## src/rtl/core/srr_pkg.sv

```systemverilog
package srr_pkg;

	localparam int WINDOW_SIZE_D   = 6;
	localparam int SEQ_SPACE_D     = 12;
	localparam int PAYLOAD_BYTES_D = 20;

	localparam int NUM_BEATS = 3;
	localparam int BEAT_W    = 64;
	localparam int ZERO_CHAR = 48;

	localparam logic [1:0] BEAT_FIRST = 2'd0;
	localparam logic [1:0] BEAT_MID   = 2'd1;
	localparam logic [1:0] BEAT_LAST  = 2'd2;
	localparam logic [1:0] BEAT_NONE  = 2'd3;

	typedef struct packed {
		logic [3:0]  seq;
		logic [31:0] ackf;
		logic [31:0] csf;
		logic [31:0] part;   // byte sum of the whole payload
	} hdr_t;

	function automatic logic [BEAT_W-1:0] beat_mask(input int beat, input int nbytes);
		logic [BEAT_W-1:0] m;
		m = '0;
		for (int k = 0; k < 8; k++) begin
			if (8 * beat + k < nbytes) begin
				m[8*k +: 8] = 8'hFF;
			end
		end
		return m;
	endfunction

endpackage

```

## src/rtl/core/sr_receiver_reorder.sv

```systemverilog
// Selective-repeat receiver with an in-order reorder store.
// Input stream: one item per 64-bit payload beat; a packet is three beats
// (index 0, 1, 2), header fields are taken with beat 2. Index 3 is dropped.
// Output stream: for every beat 2, one ACK item (m_tuser = 0), then any
// packets now in order as data items (m_tuser = 1), three per packet.
// m_tlast marks the last output item caused by that input beat.
// Beats 0, 1 and 3 are taken back to back.
// After beat 2 the block passes ST_CHECK, then ST_WRITE when the packet is
// written into the store (three store writes, one per cycle), then ST_ACK,
// which loads the ACK into the output register. A data word is delivered by
// a store read, then an output register load; the store read port is registered.
// s_tready is low from beat 2 until the last result is loaded.
// A result waits in the output register while m_tready is low; the block
// holds its sequence until the register frees up.
// Reset clears receive marks and the expected number and sets the ACK bit to
// one; the store itself is not cleared, entries are read only after written.
module sr_receiver_reorder import srr_pkg::*; #(
	parameter int WINDOW_SIZE   = WINDOW_SIZE_D,
	parameter int SEQ_SPACE     = SEQ_SPACE_D,
	parameter int PAYLOAD_BYTES = PAYLOAD_BYTES_D
) (
	input  logic         clk,
	input  logic         arst_n,
	input  logic         s_tvalid,
	output logic         s_tready,
	// seq_num[3:0], ack_field[35:4], checksum_field[67:36],
	// payload_word[131:68], word_index[133:132], zero pad
	input  logic [135:0] s_tdata,
	output logic         m_tvalid,
	input  logic         m_tready,
	// ack_number[3:0], ack_seq_bit[4], ack_checksum[14:5], delivered_seq[18:15],
	// data_word[82:19], out_word_index[84:83], zero pad
	output logic [87:0]  m_tdata,
	// kind[0]
	output logic         m_tuser,
	output logic         m_tlast
);

	localparam int DEPTH = NUM_BEATS * SEQ_SPACE;
	localparam int AW    = $clog2(DEPTH);

	logic              take;
	hdr_t              hdr;
	logic [BEAT_W-1:0] beat_word;
	logic [1:0]        rd_beat;
	logic              ram_we, ram_re;
	logic [AW-1:0]     ram_waddr, ram_raddr;
	logic [BEAT_W-1:0] ram_wdata, ram_rdata;

	srr_intake #(
		.PAYLOAD_BYTES(PAYLOAD_BYTES)
	) u_intake (
		.clk           (clk),
		.arst_n        (arst_n),
		.take          (take),
		.seq_num       (s_tdata[3:0]),
		.ack_field     (s_tdata[35:4]),
		.checksum_field(s_tdata[67:36]),
		.payload_word  (s_tdata[131:68]),
		.word_index    (s_tdata[133:132]),
		.rd_beat       (rd_beat),
		.hdr           (hdr),
		.beat_word     (beat_word)
	);

	srr_ram #(
		.WIDTH(BEAT_W),
		.DEPTH(DEPTH)
	) u_store (
		.clk  (clk),
		.we   (ram_we),
		.waddr(ram_waddr),
		.wdata(ram_wdata),
		.re   (ram_re),
		.raddr(ram_raddr),
		.rdata(ram_rdata)
	);

	srr_ctrl #(
		.WINDOW_SIZE  (WINDOW_SIZE),
		.SEQ_SPACE    (SEQ_SPACE),
		.PAYLOAD_BYTES(PAYLOAD_BYTES)
	) u_ctrl (
		.clk       (clk),
		.arst_n    (arst_n),
		.s_tvalid  (s_tvalid),
		.word_index(s_tdata[133:132]),
		.s_tready  (s_tready),
		.take      (take),
		.hdr       (hdr),
		.beat_word (beat_word),
		.rd_beat   (rd_beat),
		.ram_we    (ram_we),
		.ram_waddr (ram_waddr),
		.ram_wdata (ram_wdata),
		.ram_re    (ram_re),
		.ram_raddr (ram_raddr),
		.ram_rdata (ram_rdata),
		.m_tvalid  (m_tvalid),
		.m_tready  (m_tready),
		.m_tdata   (m_tdata),
		.m_tuser   (m_tuser),
		.m_tlast   (m_tlast)
	);

endmodule

```

## src/rtl/core/srr_ram.sv

```systemverilog
module srr_ram #(
	parameter int WIDTH = 64,
	parameter int DEPTH = 36,
	localparam int AW = $clog2(DEPTH)
) (
	input  logic             clk,
	input  logic             we,
	input  logic [AW-1:0]    waddr,
	input  logic [WIDTH-1:0] wdata,
	input  logic             re,
	input  logic [AW-1:0]    raddr,
	output logic [WIDTH-1:0] rdata
);

	logic [WIDTH-1:0] mem [DEPTH];

	always_ff @(posedge clk) begin
		if (we) begin
			mem[waddr] <= wdata;
		end
		if (re) begin
			rdata <= mem[raddr];
		end
	end

endmodule

```

## src/rtl/core/srr_intake.sv

```systemverilog
module srr_intake import srr_pkg::*; #(
	parameter int PAYLOAD_BYTES = PAYLOAD_BYTES_D
) (
	input  logic              clk,
	input  logic              arst_n,
	input  logic              take,
	input  logic [3:0]        seq_num,
	input  logic [31:0]       ack_field,
	input  logic [31:0]       checksum_field,
	input  logic [BEAT_W-1:0] payload_word,
	input  logic [1:0]        word_index,
	input  logic [1:0]        rd_beat,
	output hdr_t              hdr,
	output logic [BEAT_W-1:0] beat_word
);

	localparam logic [BEAT_W-1:0] MASK0 = beat_mask(0, PAYLOAD_BYTES);
	localparam logic [BEAT_W-1:0] MASK1 = beat_mask(1, PAYLOAD_BYTES);
	localparam logic [BEAT_W-1:0] MASK2 = beat_mask(2, PAYLOAD_BYTES);

	logic [BEAT_W-1:0] words_q [NUM_BEATS];
	logic [BEAT_W-1:0] masked;
	logic [10:0]       wsum;
	logic [31:0]       bsum_q;
	hdr_t              hdr_q;

	always_comb begin
		unique case (word_index)
			BEAT_FIRST: masked = payload_word & MASK0;
			BEAT_MID:   masked = payload_word & MASK1;
			BEAT_LAST:  masked = payload_word & MASK2;
			default:    masked = '0;
		endcase
	end

	always_comb begin
		wsum = '0;
		for (int k = 0; k < 8; k++) begin
			wsum = wsum + 11'(masked[8*k +: 8]);
		end
	end

	always_ff @(posedge clk or negedge arst_n) begin
		if (!arst_n) begin
			bsum_q <= '0;
		end else if (take) begin
			if (word_index == BEAT_FIRST) begin
				bsum_q <= 32'(wsum);
			end else if (word_index == BEAT_MID) begin
				bsum_q <= bsum_q + 32'(wsum);
			end
		end
	end

	always_ff @(posedge clk) begin
		if (take && word_index != BEAT_NONE) begin
			words_q[word_index] <= masked;
		end
		if (take && word_index == BEAT_LAST) begin
			hdr_q.seq  <= seq_num;
			hdr_q.ackf <= ack_field;
			hdr_q.csf  <= checksum_field;
			hdr_q.part <= bsum_q + 32'(wsum);
		end
	end

	assign hdr       = hdr_q;
	assign beat_word = words_q[rd_beat];

endmodule

```

## src/rtl/core/srr_ctrl.sv

```systemverilog
module srr_ctrl import srr_pkg::*; #(
	parameter int WINDOW_SIZE   = WINDOW_SIZE_D,
	parameter int SEQ_SPACE     = SEQ_SPACE_D,
	parameter int PAYLOAD_BYTES = PAYLOAD_BYTES_D,
	localparam int AW = $clog2(NUM_BEATS * SEQ_SPACE)
) (
	input  logic              clk,
	input  logic              arst_n,
	input  logic              s_tvalid,
	input  logic [1:0]        word_index,
	output logic              s_tready,
	output logic              take,
	input  hdr_t              hdr,
	input  logic [BEAT_W-1:0] beat_word,
	output logic [1:0]        rd_beat,
	output logic              ram_we,
	output logic [AW-1:0]     ram_waddr,
	output logic [BEAT_W-1:0] ram_wdata,
	output logic              ram_re,
	output logic [AW-1:0]     ram_raddr,
	input  logic [BEAT_W-1:0] ram_rdata,
	output logic              m_tvalid,
	input  logic              m_tready,
	output logic [87:0]       m_tdata,
	output logic              m_tuser,
	output logic              m_tlast
);

	localparam int SW  = $clog2(SEQ_SPACE);
	localparam int AKW = (SW > 4) ? SW : 4;
	localparam logic [9:0] ACK_BASE = 10'((ZERO_CHAR * PAYLOAD_BYTES) % 1024);

	typedef enum logic [5:0] {
		ST_IDLE  = 6'b000001,
		ST_CHECK = 6'b000010,
		ST_WRITE = 6'b000100,
		ST_ACK   = 6'b001000,
		ST_RD    = 6'b010000,
		ST_DLV   = 6'b100000
	} state_t;

	state_t             st_q;
	logic [SEQ_SPACE-1:0] marks_q;
	logic [SW-1:0]      exp_q, exp_nx, seq_ix;
	logic [AW-1:0]      base_q, ebase_q, ebase_nx;
	logic [1:0]         cnt_q;
	logic               tog_q;
	logic [AKW-1:0]     ackn_q, ackn_c;
	logic [31:0]        total;
	logic [7:0]         diff, gap;
	logic               corrupt, store_ok, out_free, load_out;

	logic               vld_q, kind_q, bit_q, last_q;
	logic [3:0]         ackn_o_q, dseq_q;
	logic [9:0]         csum_q;
	logic [BEAT_W-1:0]  data_q;
	logic [1:0]         widx_q;

	assign s_tready = (st_q == ST_IDLE);
	assign take     = s_tvalid && s_tready;
	assign out_free = !vld_q || m_tready;
	assign load_out = ((st_q == ST_ACK) || (st_q == ST_DLV)) && out_free;

	// header check
	always_comb begin
		total   = hdr.part + hdr.ackf + 32'(hdr.seq);
		corrupt = (8'(hdr.seq) >= 8'(SEQ_SPACE)) || (total != hdr.csf);
		diff    = 8'(hdr.seq) + 8'(SEQ_SPACE) - 8'(exp_q);
		gap     = (diff >= 8'(SEQ_SPACE)) ? diff - 8'(SEQ_SPACE) : diff;
		seq_ix  = SW'(hdr.seq);
		store_ok = !corrupt && (gap < 8'(WINDOW_SIZE)) && !marks_q[seq_ix];
		if (corrupt) begin
			ackn_c = (exp_q == '0) ? AKW'(SEQ_SPACE - 1) : AKW'(exp_q) - 1'b1;
		end else begin
			ackn_c = AKW'(hdr.seq);
		end
	end

	always_comb begin
		exp_nx   = (exp_q == SW'(SEQ_SPACE - 1)) ? '0 : exp_q + 1'b1;
		ebase_nx = (exp_q == SW'(SEQ_SPACE - 1)) ? '0 : ebase_q + AW'(NUM_BEATS);
	end

	always_ff @(posedge clk or negedge arst_n) begin
		if (!arst_n) begin
			st_q    <= ST_IDLE;
			marks_q <= '0;
			exp_q   <= '0;
			ebase_q <= '0;
			cnt_q   <= '0;
			tog_q   <= 1'b1;
			vld_q   <= 1'b0;
		end else begin
			vld_q <= load_out || (vld_q && !m_tready);
			unique case (st_q)
				ST_IDLE: begin
					if (take && word_index == BEAT_LAST) begin
						st_q <= ST_CHECK;
					end
				end
				ST_CHECK: begin
					cnt_q <= '0;
					if (store_ok) begin
						marks_q[seq_ix] <= 1'b1;
						st_q <= ST_WRITE;
					end else begin
						st_q <= ST_ACK;
					end
				end
				ST_WRITE: begin
					if (cnt_q == BEAT_LAST) begin
						cnt_q <= '0;
						st_q  <= ST_ACK;
					end else begin
						cnt_q <= cnt_q + 1'b1;
					end
				end
				ST_ACK: begin
					if (out_free) begin
						tog_q <= ~tog_q;
						cnt_q <= '0;
						st_q  <= marks_q[exp_q] ? ST_RD : ST_IDLE;
					end
				end
				ST_RD: begin
					st_q <= ST_DLV;
				end
				ST_DLV: begin
					if (out_free) begin
						if (cnt_q == BEAT_LAST) begin
							marks_q[exp_q] <= 1'b0;
							exp_q   <= exp_nx;
							ebase_q <= ebase_nx;
							cnt_q   <= '0;
							st_q    <= marks_q[exp_nx] ? ST_RD : ST_IDLE;
						end else begin
							cnt_q <= cnt_q + 1'b1;
							st_q  <= ST_RD;
						end
					end
				end
				default: st_q <= ST_IDLE;
			endcase
		end
	end

	always_ff @(posedge clk) begin
		if (st_q == ST_CHECK) begin
			ackn_q <= ackn_c;
			base_q <= AW'({seq_ix, 1'b0}) + AW'(seq_ix);
		end
		if (st_q == ST_ACK && out_free) begin
			kind_q   <= 1'b0;
			ackn_o_q <= 4'(ackn_q);
			bit_q    <= tog_q;
			csum_q   <= 10'(tog_q) + 10'(ackn_q) + ACK_BASE;
			dseq_q   <= '0;
			data_q   <= '0;
			widx_q   <= '0;
			last_q   <= !marks_q[exp_q];
		end else if (st_q == ST_DLV && out_free) begin
			kind_q   <= 1'b1;
			ackn_o_q <= '0;
			bit_q    <= 1'b0;
			csum_q   <= '0;
			dseq_q   <= 4'(exp_q);
			data_q   <= ram_rdata;
			widx_q   <= cnt_q;
			last_q   <= (cnt_q == BEAT_LAST) && !marks_q[exp_nx];
		end
	end

	assign rd_beat   = cnt_q;
	assign ram_we    = (st_q == ST_WRITE);
	assign ram_waddr = base_q + AW'(cnt_q);
	assign ram_wdata = beat_word;
	assign ram_re    = (st_q == ST_RD);
	assign ram_raddr = ebase_q + AW'(cnt_q);

	assign m_tvalid = vld_q;
	assign m_tuser  = kind_q;
	assign m_tlast  = last_q;
	assign m_tdata  = {3'b000, widx_q, data_q, dseq_q, csum_q, bit_q, ackn_o_q};

endmodule

```

## config.mk

```make
export PLATFORM = sky130hd
export DESIGN_NAME = sr_receiver_reorder
export DESIGN_NICKNAME = d
export VERILOG_FILES = /design/src/rtl/core/srr_pkg.sv /design/src/rtl/core/sr_receiver_reorder.sv /design/src/rtl/core/srr_ram.sv /design/src/rtl/core/srr_intake.sv /design/src/rtl/core/srr_ctrl.sv
export SDC_FILE = /design/constraint.sdc
export NUM_CORES = 2
export LEC_CHECK = 0
export BUFFER_PORTS_ARGS = -buffer_cell sky130_fd_sc_hd__buf_2
export CAP_MARGIN = 25
export CORE_UTILIZATION = 65
export CTS_CLUSTER_SIZE = 25
export DETAILED_ROUTE_END_ITERATION = 7
export PLACE_DENSITY = 0.82
export SYNTH_ARGS = -nofsm -noshare
export SYNTH_HDL_FRONTEND = slang
export SYNTH_HIERARCHICAL = 1
export SYNTH_SLANG_ARGS = --single-unit
```

## constraint.sdc

```tcl
create_clock -name clk -period 11.2 [get_ports clk]
set_clock_uncertainty 0.05 [all_clocks]
set_input_delay 0.56 -clock clk [delete_from_list [all_inputs] [get_ports clk]]
set_output_delay 0.56 -clock clk [all_outputs]
set_load 0.02 [all_outputs]
```

==> metrics.md <==
| Metric | Value |
|---|---|
| Cells on worst reg2reg path | 11 |
| Maximum vdd drop | 0.3780 mV |
| Grt ovf | 0 |
| CTS Buffer Depth | 4 |
| Initial DRT Pass Iterations | 6 |
| Floorplan row count | 153 |
| Fin. Hold Viols | 0 |
| Total CTS buffers | 291 |
| # port buffers | 225 |
| F_max | 137.6 MHz |
| Reg2reg start | u_ctrl/rd_beat[1] |
| WS Path Type | input pin to flip-flop |
| Tot GR Track Use | 0.3658 |
| DR WL/cell | 35.71 um |
| Total Wirelength | 320300 um |
| RSZ-0062 raised after global routing | no |
| Worst EP required | 11.92 ns |
| Die X | 420.4 um |
| Top FF cell, synth | edfxtp_1 |
| Routed Antenna Nets | 0 |
| Post-synth EDFFs | 2682 |
| Routability Congestion | 0.9081 |
| Final worst-path cycle share | 0.6487 |
| Fill count | 9301 |
| Critical Path End | u_intake/bsum_q[25] |
| Vias | 63490 |
| Worst skew pair latency | 0.95 ns |
| Crit end category | flip-flop |
| Metal3 WL | 42350 um |
| CTS sink count | 2817 |
| Cell Area, Synth | 113800 um2 |
| Wire length on met2 | 154000 um |
| Fraction of registers with async set/reset | 0.02272 |
| Number of global-route vias before repair | 64550 |
| Pwr/cell area | 191.1 nW/um2 |
| I/O pins | 232 |
| Final net count | 6735 |
| Crit start category | input pin |
| Chip height | 420.4 um |
| Area Growth Syn to Fin | 12.93% |
| First-pass GRT wire length | 450700 um |
| R2R setup slack | 5.59 ns |
| Worst Tran Pin Value | 1.369 ns |
| Post-synthesis sequential area ratio | 0.7344 |
| Synth area leaders | edfxtp_1 (71%), mux4_2 (11%), mux2i_1 (3.0%) |
| Synth Instances | 6001 |
| TritonCTS clock tree | done |
| Initial antenna violation count | 13 |
| Place WS | 3.201 ns |
| Leak pwr | 42.07 nW |
| CTS H-tree depth | 5 |
| Initial Util | 0.6546 |
| Setup_tns | 0 ns |
| Post_cts resized | 0 |
| Seq cells post-synth | 2817 |
| Top layer in use | met5 |
| Slew headroom | 0.08723 |
| Min Tclk post-route | 7.266 ns |
| Die footprint | 176700 um2 |
| Hold_buf cts | 95 |
| Max-cap violations | 0 |
| Setup crit start | s_tdata[132] |
| Proportion of layout cells with a drive suffix above 1 | 0.2310 |
| Synth area leader | edfxtp_1 |
| Post-synth top area share | 0.7078 |
| WL met1 | 103300 um |
| Worst hold path type | input pin to flip-flop |
| Status | finished, final reports clean |
| Clk slew on worst S/H paths | 0.06 ns |
| Slew Limit Fails | 0 |
| Dpl hpwl | 160900 um |
| Reg-to-Reg End | u_store/rdata[42] |
| CTS root buf | clkbuf_16 |
| Final WS setup | 3.934 ns |
| Post-CTS Setup Repair Bufs | 0 |
| Setup violations, final | 0 |
| DRC | 0 |
| Ys Warns | 6 |
| Starting DRC count in detailed routing | 10510 |
| DR vias/cell | 7.078 |
| Area of the core | 173800 um2 |
| Largest net degree at the start of global routing | 140 |
| CP Max Fanout | 32 |
| WP data arrival | 7.99 ns |
| Yosys cell types | 95 |
| Post-synthesis average cell area | 18.96 um2 |
==> routing by layer <==
metal  vias to the layer above  GRT usage
met4                        12     0.2061
li1                      24890          -
met3                      1196    0.08597
met5                         -          0
met2                      5444     0.5807
met1                     31950     0.4705
==> area by class of cell <==
cell class,count,area (um2),share of cell area
Sequential cell,2817,83570,0.6504
Clock inverter,136,1155,0.008987
Antenna cell,4,10.01,0.00007790
Timing Repair Buffer,501,3954,0.03077
Inverter,131,501.7,0.003905
Tap cell,2325,2909,0.02264
Multi-Input combinational cell,2688,28630,0.2228
Clock buffer,367,7766,0.06044
==> Yosys cell counts (9+ instances only) <==
master    number
a211oi_1      15
a21o_1        16
a21oi_1      185
a221o_1        9
a22oi_1       29
a31oi_1       11
and2_1        30
and3_1        23
and4_1         9
buf_1         16
buf_2        109
buf_4         86
clkbuf_1     152
dfrtp_1       62
dfxtp_1       71
edfxtp_1    2682
fa_1          57
ha_1         108
inv_1        128
mux2i_1      342
mux4_2       577
nand2_1      351
nand2b_1      35
nand3_1       44
nand3b_1      11
nand4_1       17
nor2_1       198
nor2b_1       32
nor3_1        33
nor3b_1        9
nor4_1        10
o211ai_1      13
o21a_1         9
o21ai_0      128
o21ai_1       13
o21bai_1       9
o22ai_1      128
o31ai_1       14
or3_1         19
xnor2_1       54
xor2_1        40
==> per-stage QoR <==
| stage | cell area, um2 | util | std cells | total power, mW | hold slack [ns] |
|---|---|---|---|---|---|
| after floorplan | 113800 | - | 6004 | 14.46 | 0.2144 |
| after global placement | 117900 | 0.6782 | 8331 | 15.20 | 0.3897 |
| after detailed placement | 118100 | 0.6797 | 8342 | 15.29 | 0.3949 |
| after CTS | 128000 | 0.7365 | 8940 | 24.51 | 0.0006979 |
| after global routing | 128500 | 0.7392 | 8965 | 25.23 | 0.03641 |
| final | 128500 | 0.7392 | 8969 | 24.56 | 0.05537 |
==> flip-flops by register name (all words and copies together), names as in the netlist, 12 cells and up <==
register / count
u_ctrl/data_q: 64
u_ctrl/marks_q: 12
u_intake/bsum_q: 32
u_intake/hdr: 100
u_intake/words_q: 192
u_store/mem: 2304
u_store/rdata: 64
==> placed cells by master (no fill, tap or decap), types with 71 or more instances in the layout <==
cell,netlist,layout
edfxtp_1,2682,2682
dlygate4sd3_1,0,95
clkbuf_16,0,298
inv_1,128,127
buf_4,86,140
nand2_1,351,349
nor2_1,198,158
o22ai_1,128,128
mux4_2,577,577
ha_1,108,107
dfxtp_1,71,71
mux2i_1,342,342
a21oi_1,185,185
buf_2,109,225
==> worst max-delay path: stages <==
cell	delay [ns]
buf_2	0.51
nand2_1	0.77
and2_1	0.53
fa_1	0.55
fa_1	0.54
fa_1	0.54
inv_1	0.06
fa_1	0.54
inv_1	0.07
fa_1	0.48
a211oi_1	0.35
o21ai_0	0.16
a21oi_1	0.20
xnor2_1	0.19
ha_1	0.36
a21oi_1	0.17
o21ai_0	0.11
a21oi_1	0.17
o21a_1	0.61
nor2_1	0.15
a221o_1	0.35
==> where the power goes <==
part / total [mW] / leakage (nW) / internal (mW) / switching, mW
logic: 3.25 / 12.2 / 1.19 / 2.06
clock network: 9.34 / 4.35 / 5.32 / 4.02
registers: 12.0 / 25.5 / 11.9 / 0.106
==> cells by family (layout without fill, tap and decap cells) <==
kind of cell	after synthesis	count (layout)	synth area share
multiplexers	923	923	0.1447
AND/OR/NAND/NOR	858	858	0.03536
AO/OA/AOI/OAI	644	644	0.03565
adder cells (fa/ha/maj)	165	165	0.02190
buffers and inverters	499	1135	0.02072
other	1	8	0.00003296
XOR/XNOR	94	94	0.007236
flip-flops	2817	2817	0.7344
==> worst min-delay path by stage <==
stage                            from                 endpoint  slack [ns]  cells past startpoint
floorplan                      arst_n        u_ctrl/ebase_q[0]        0.21                      0
global placement    u_ctrl/data_q[29]        u_ctrl/data_q[29]        0.39                      2
detailed placement   u_ctrl/dseq_q[2]         u_ctrl/dseq_q[2]        0.39                      2
CTS                      s_tdata[119]  u_intake/words_q[0][51]      0.0007                      2
global route             s_tdata[114]  u_intake/words_q[1][46]        0.04                      2
finish                   s_tdata[111]  u_intake/words_q[2][43]        0.06                      3
(Power assumes the default switching activity.)
